### config.mk
export PLATFORM = sky130hd
export DESIGN_NAME = median_of_loaded_values
export DESIGN_NICKNAME = d
export VERILOG_FILES = /design/src/mlv_pkg.sv /design/src/median_of_loaded_values.sv /design/src/mlv_cell.sv
export SDC_FILE = /design/constraint.sdc
export NUM_CORES = 1
export LEC_CHECK = 0
export BUFFER_PORTS_ARGS = -buffer_cell sky130_fd_sc_hd__buf_2
export CAP_MARGIN = 20
export CORE_MARGIN = 1
export CORE_UTILIZATION = 35
export DETAILED_ROUTE_END_ITERATION = 10
export GPL_TIMING_DRIVEN = 0
export PLACE_DENSITY_LB_ADDON = 0.15
export SLEW_MARGIN = 20
export SYNTH_ARGS = -nofsm -noshare
export SYNTH_HDL_FRONTEND = slang
export SYNTH_SLANG_ARGS = --single-unit
### constraint.sdc
create_clock -name clk -period 2.95 [get_ports clk]
set_clock_uncertainty 0.05 [all_clocks]
set_input_delay 0.295 -clock clk [delete_from_list [all_inputs] [get_ports clk]]
set_output_delay 0.295 -clock clk [all_outputs]
set_load 0.02 [all_outputs]
### src/mlv_pkg.sv
`timescale 1ns / 1ps
`default_nettype none
// ----------------------------------------------------------------------------
// mlv_pkg
// Shared types and constants for the median of loaded values block.
// ----------------------------------------------------------------------------
package mlv_pkg;

	localparam int SAMPLE_W = 8;
	localparam int SIZE_W   = 5;
	localparam int OUT_W    = 16;

	typedef logic [SAMPLE_W-1:0] sample_t;

	typedef enum logic {
		ST_LOAD,
		ST_DRAIN
	} state_t;

	typedef struct packed {
		logic    ins;
		logic    shift;
		sample_t v;
	} cell_ctrl_t;

endpackage
`default_nettype wire

### src/median_of_loaded_values.sv
`timescale 1ns / 1ps
`default_nettype none
// ----------------------------------------------------------------------------
// median_of_loaded_values
// Sorted insertion chain that reports the median of each set on its last value.
//
// Channel  Dir  Payload
// s_*      in   tdata[7:0] sample, tlast final_item
// m_*      out  tdata[7:0] median_whole, [8] median_half, [13:9] set_size,
//               [14] overflowed, [15] zero
//
// A value enters the chain each cycle in the load state; the cells put it in
// order as it is registered. After a final value the chain shifts toward its
// head until the middle value or pair leads it; then the result is registered.
// Input is held off while the chain drains or a result cannot be loaded.
// Reset clears the count, step count, drop flag, state and output valid.
// ----------------------------------------------------------------------------
module median_of_loaded_values #(
	parameter int MAX_ENTRIES = 16
) (
	input  wire logic                       clk,
	input  wire logic                       arst_n,
	input  wire logic                       s_tvalid,
	output logic                            s_tready,
	input  wire logic [7:0]                 s_tdata,   // sample
	input  wire logic                       s_tlast,   // final_item
	output logic                            m_tvalid,
	input  wire logic                       m_tready,
	output logic [mlv_pkg::OUT_W-1:0]       m_tdata    // whole, half, size, overflowed
);
	import mlv_pkg::*;

	localparam int CW = $clog2(MAX_ENTRIES + 1);
	localparam logic [CW-1:0] FULL = CW'(MAX_ENTRIES);

	state_t        state_q, state_d;
	logic [CW-1:0] count_q, count_d;
	logic [CW-1:0] steps_q, steps_d;
	logic          drop_q, drop_d;
	logic          out_valid_q;
	logic [OUT_W-1:0] out_data_q;
	logic          load_out;
	logic [OUT_W-1:0] out_data_d;

	cell_ctrl_t    ctl;
	logic          accept, full;
	logic [CW-1:0] new_count;
	logic [MAX_ENTRIES-1:0] gt;
	sample_t       vals [MAX_ENTRIES];
	logic [SAMPLE_W:0] sum;
	logic [CW+SIZE_W-1:0] size_wide;

	assign full      = (count_q == FULL);
	assign accept    = s_tvalid && s_tready;
	assign new_count = full ? count_q : count_q + CW'(1);
	assign s_tready  = (state_q == ST_LOAD);
	assign m_tvalid  = out_valid_q;
	assign m_tdata   = out_data_q;
	assign sum       = {1'b0, vals[0]} + {1'b0, vals[1]};
	assign size_wide = {{SIZE_W{1'b0}}, count_q};

	genvar i;
	generate
		for (i = 0; i < MAX_ENTRIES; i++) begin : g_cell
			logic    valid_c, prev_gt_c;
			sample_t prev_val_c, next_val_c;
			assign valid_c = (count_q > CW'(i));
			if (i == 0) begin : g_head
				assign prev_gt_c  = 1'b0;
				assign prev_val_c = vals[0];
			end else begin : g_body
				assign prev_gt_c  = gt[i-1];
				assign prev_val_c = vals[i-1];
			end
			if (i == MAX_ENTRIES - 1) begin : g_tail
				assign next_val_c = vals[i];
			end else begin : g_mid
				assign next_val_c = vals[i+1];
			end
			mlv_cell u_cell (
				.clk        (clk),
				.ctl        (ctl),
				.valid_i    (valid_c),
				.prev_gt_i  (prev_gt_c),
				.prev_val_i (prev_val_c),
				.next_val_i (next_val_c),
				.gt_o       (gt[i]),
				.val_o      (vals[i])
			);
		end
	endgenerate

	always_comb begin
		state_d    = state_q;
		count_d    = count_q;
		steps_d    = steps_q;
		drop_d     = drop_q;
		load_out   = 1'b0;
		out_data_d = out_data_q;
		ctl.v      = s_tdata;
		ctl.ins    = 1'b0;
		ctl.shift  = 1'b0;
		case (state_q)
			ST_LOAD: begin
				if (accept) begin
					ctl.ins = !full;
					count_d = new_count;
					if (full) begin
						drop_d = 1'b1;
					end
					if (s_tlast) begin
						steps_d = (new_count - CW'(1)) >> 1;
						state_d = ST_DRAIN;
					end
				end
			end
			ST_DRAIN: begin
				if (steps_q != '0) begin
					ctl.shift = 1'b1;
					steps_d   = steps_q - CW'(1);
				end else if (!out_valid_q || m_tready) begin
					load_out = 1'b1;
					out_data_d[OUT_W-1] = 1'b0;
					out_data_d[14]      = drop_q;
					out_data_d[13:9]    = size_wide[SIZE_W-1:0];
					if (count_q[0]) begin
						out_data_d[8]   = 1'b0;
						out_data_d[7:0] = vals[0];
					end else begin
						out_data_d[8]   = sum[0];
						out_data_d[7:0] = sum[SAMPLE_W:1];
					end
					count_d = '0;
					drop_d  = 1'b0;
					state_d = ST_LOAD;
				end
			end
			default: begin
				state_d = ST_LOAD;
			end
		endcase
	end

	always_ff @(posedge clk or negedge arst_n) begin
		if (!arst_n) begin
			state_q     <= ST_LOAD;
			count_q     <= '0;
			steps_q     <= '0;
			drop_q      <= 1'b0;
			out_valid_q <= 1'b0;
		end else begin
			state_q <= state_d;
			count_q <= count_d;
			steps_q <= steps_d;
			drop_q  <= drop_d;
			if (load_out) begin
				out_valid_q <= 1'b1;
			end else if (m_tready) begin
				out_valid_q <= 1'b0;
			end
		end
	end

	always_ff @(posedge clk) begin
		if (load_out) begin
			out_data_q <= out_data_d;
		end
	end

endmodule
`default_nettype wire

### src/mlv_cell.sv
`timescale 1ns / 1ps
`default_nettype none
// ----------------------------------------------------------------------------
// mlv_cell
// One insertion cell: holds a value, inserts in order, shifts toward the head.
// ----------------------------------------------------------------------------
module mlv_cell (
	input  wire logic               clk,
	input  wire mlv_pkg::cell_ctrl_t ctl,
	input  wire logic               valid_i,
	input  wire logic               prev_gt_i,
	input  wire mlv_pkg::sample_t   prev_val_i,
	input  wire mlv_pkg::sample_t   next_val_i,
	output logic                    gt_o,
	output mlv_pkg::sample_t        val_o
);
	import mlv_pkg::*;

	sample_t val_q;

	assign gt_o  = !valid_i || (val_q > ctl.v);
	assign val_o = val_q;

	always_ff @(posedge clk) begin
		if (ctl.ins) begin
			if (gt_o) begin
				val_q <= prev_gt_i ? prev_val_i : ctl.v;
			end
		end else if (ctl.shift) begin
			val_q <= next_val_i;
		end
	end

endmodule
`default_nettype wire

==> results_dict.tcl <==
set metrics [dict create \
    yosys_register_bits 156 \
    drv_cap 0 \
    drive_gt1_share_pct 13.57 \
    internal_power_uw 8453 \
    dp_hpwl_um 30510 \
    grt.overflow.total 0 \
    htreeDepth 4 \
    grt_pass1_wl_um 64490 \
    place_congestion 0.8382 \
    yosysUniqueCellTypes 65 \
    fillerInstances 3449 \
    numClockSinks 156 \
    pin_count 31 \
    status "finished clean" \
    cts_tree "done" \
    cts_buffer_depth 2 \
    dr_total_vias 11157 \
    num_rows 68 \
    ff_latch_area_um2 4621 \
    post_drt_wl_per_cell_um 23.44 \
    drc 0 \
    power_density_nw_per_um2 1166 \
    clk_pin_slew_ps 70 \
    yosysWarningCount 0 \
    total_power_uw 16150 \
    syn_nets 1441 \
    grt_antenna_before_repair 0 \
    preCtsSetupSlack_ps -1290 \
    swShare_pct 47.66 \
    hp-class "primary input to flip-flop" \
    cts_made_buffers 17 \
    syn_inst 1283 \
    dieArea_um2 35630 \
    rsz0062_at_grt "no" \
    layout_setup_ws_ps 77.44 \
    peakVddDrop_uv 539.9 \
    syn_area_um2 12210 \
    power_switching_uw 7697 \
    fin_hold_ws_ps 64.90 \
    crit_fanout 10 \
    drtIter0Drc 1014 \
    multiInputGateArea_um2 7244 \
    crit_path_end_kind "flip-flop" \
    max_freq_mhz 348.1 \
    fin_crit_sh_pct 97.37 \
    grt_pass1_vias 10690 \
    yosysTopAreaCellShare_pct 35.17 \
    path_delay_family "simple AND/OR/NAND/NOR gates" \
    synth-edff-count 143 \
    fin_tns_setup_ps 0 \
    nNetsFinal 1501 \
    worst_pin_slew_ps 1184 \
    dieHeight_um 188.8 \
    netlist_top_cells_area "edfxtp_1 35%, ha_1 15%, nand4_1 7.3%, o31ai_1 7.1%, a31oi_1 5.8%" \
    place_area_um2 12930 \
    core-area_um2 34460 \
    firstDrtPassIters 5 \
    ant_nets 0 \
    crit_type "flip-flop to flip-flop" \
    antenna_cells 0 \
    cp_slowest_stage_delay_ps 560 \
    grt_max_degree 18 \
    setup_viol 0 \
    path_cells "inv_1 -> ha_1 -> or4b_4 -> nand2_1 -> clkbuf_2 -> o21ai_2 -> buf_2" \
    viasPerCell 6.161 \
    cts-root-buf "clkbuf_16" \
    ys.flop_type "edfxtp_1" \
    crit_path_top_delay_cell "clkbuf_2" \
    max-slew-margin-rel_pct 21.08 \
    period_minus_slack_ps 2873 \
    final_area_um2 13860 \
    critPathRequiredTime_ps 3100 \
    power_frac_seq_pct 33.0 \
    power_frac_comb_pct 53.2 \
    grt_use_total_pct 23.94 \
    critPathLaunchType "flip-flop" \
    die_x_um 188.8 \
    power_frac_clock_pct 13.8 \
    power_leakage_uw 0.005110 \
    post_synth.cell_area_avg_um2 9.516 \
    area_growth_pct 13.49 \
    initial_core_util_pct 35.43 \
    ys_seq_area_share_pct 37.84 \
    hold_violations 0 \
    drv_slew 0 \
    worstPathArrival_ps 3020 \
    clk_latency_ps 450 \
    crit_buf_inv 3 \
    io_buffers 22 \
    drt_wl_total_um 42440 \
    synth_top_cell_by_area "edfxtp_1" \
    async_flop_share_pct 8.333 \
]
==> state kept, by name, summed over array words and instances, names as in the netlist <==
| name | cells |
|---|---|
| count_q | 5 |
| drop_q | 1 |
| g_cell.u_cell.val_o | 128 |
| m_tdata | 15 |
| m_tvalid | 1 |
| state_q | 1 |
| steps_q | 5 |
==> per-stage QoR <==
step,util [%],instances
after global placement,37.40,1760
after detailed placement,37.54,1766
final,40.21,1811
after CTS,40.07,1812
after global routing,40.21,1811
after floorplan,-,1283
==> final timing paths <==
| path | startpoint | endpoint | slack [ps] | cells after the start |
|---|---|---|---|---|
| setup / recovery | steps_q[0] | g_cell[5].u_cell.val_o[5] | 80 | 7 |
| min in group asynchronous | arst_n | m_tvalid | 240 | 2 |
| max in group asynchronous | arst_n | count_q[0] | 2320 | 2 |
| hold / removal | s_tlast | steps_q[4] | 60 | 2 |
| setup reg to reg | steps_q[0] | g_cell[5].u_cell.val_o[5] | 80 | 7 |
| hold reg to reg | drop_q | m_tdata[14] | 410 | 0 |
==> routing by layer <==
layer | vias to the layer above | GRT usage, % | part of all wire, %
met2 | 402 | 37.43 | 45
met5 | - | 0 | 0
met3 | 67 | 3.278 | 5.8
met4 | 0 | 8.871 | 2.8
li1 | 5263 | - | -
met1 | 5425 | 33.47 | 46
==> cell usage after synthesis (7+ instances only) <==
cell	number
edfxtp_1	143
buf_1	19
o31ai_1	115
nand4_1	142
nor2_1	133
a211o_1	9
o21ai_0	60
a211oi_2	10
o211ai_1	12
clkbuf_1	38
inv_1	37
ha_1	144
mux2_4	8
nor2b_1	34
dfrtp_1	13
o21a_1	13
nand2_1	48
a21oi_1	49
a21o_1	10
a31oi_1	114
xor2_1	7
o21ai_1	20
buf_2	21
nor3_1	17
==> power groups by stage <==
stage	logic [µW]	registers [µW]	clock network (µW)
final	8590	5330	2230
after global routing	9600	5420	2310
after CTS	8480	5300	2240
after detailed placement	8210	5360	0
after global placement	8000	5360	0
after floorplan	6140	4780	0
==> timing repair <==
item,in CTS,in global routing
hold buffers,1,0
cloned,1,0
pin swaps,0,0
endpoints found under the hold margin,13,0
buffers inserted,12,0
resized for setup,66,27
endpoints found under the setup margin,253,228
==> logic make-up after synthesis <==
kind of cell	after synthesis	synth area share [%]
adders and majority gates	145	14.92
DFF	156	37.84
buffers and inverters	117	3.843
muxes	10	1.158
xor gates and xnor gates	12	0.8608
AOI/OAI and AO/OA	438	24.21
and+or+nand+nor	404	17.15
other	1	0.03071
==> layout by cell type, fill, tap and decap left out, types with 4 or more instances in the layout <==
| cell | n |
|---|---|
| ha_1 | 144 |
| edfxtp_1 | 143 |
| nand4_1 | 142 |
| nor2_1 | 132 |
| o31ai_1 | 114 |
| a31oi_1 | 114 |
| a21oi_1 | 49 |
| nand2_1 | 48 |
| o21ai_0 | 45 |
| buf_2 | 44 |
| nor2b_1 | 34 |
| inv_1 | 30 |
| clkbuf_1 | 20 |
| o21ai_1 | 20 |
| clkbuf_16 | 20 |
| nor3_1 | 17 |
| clkbuf_2 | 16 |
| buf_4 | 16 |
| buf_1 | 15 |
| o211ai_1 | 12 |
| o21a_1 | 12 |
| dfrtp_1 | 12 |
| o21ai_2 | 11 |
| a21o_1 | 10 |
| a211o_1 | 9 |
| mux2_4 | 8 |
| inv_4 | 7 |
| a211oi_2 | 7 |
| xor2_1 | 7 |
| nor2_2 | 6 |
| clkbuf_4 | 5 |
| o211a_1 | 5 |
| xnor2_1 | 5 |
| clkinvlp_4 | 4 |
| nand3_1 | 4 |
| o21ai_4 | 4 |
==> area by class of cell <==
class	instances	share of cell area, %
well taps	455	4.109
repair buffers	42	2.041
clock buffers	24	3.793
plain buffers	78	2.881
clock inverters	8	0.3522
multi-input cells	1010	52.28
inverters	38	1.192
flip-flops and latches	156	33.35
(Power assumes the default switching activity.)
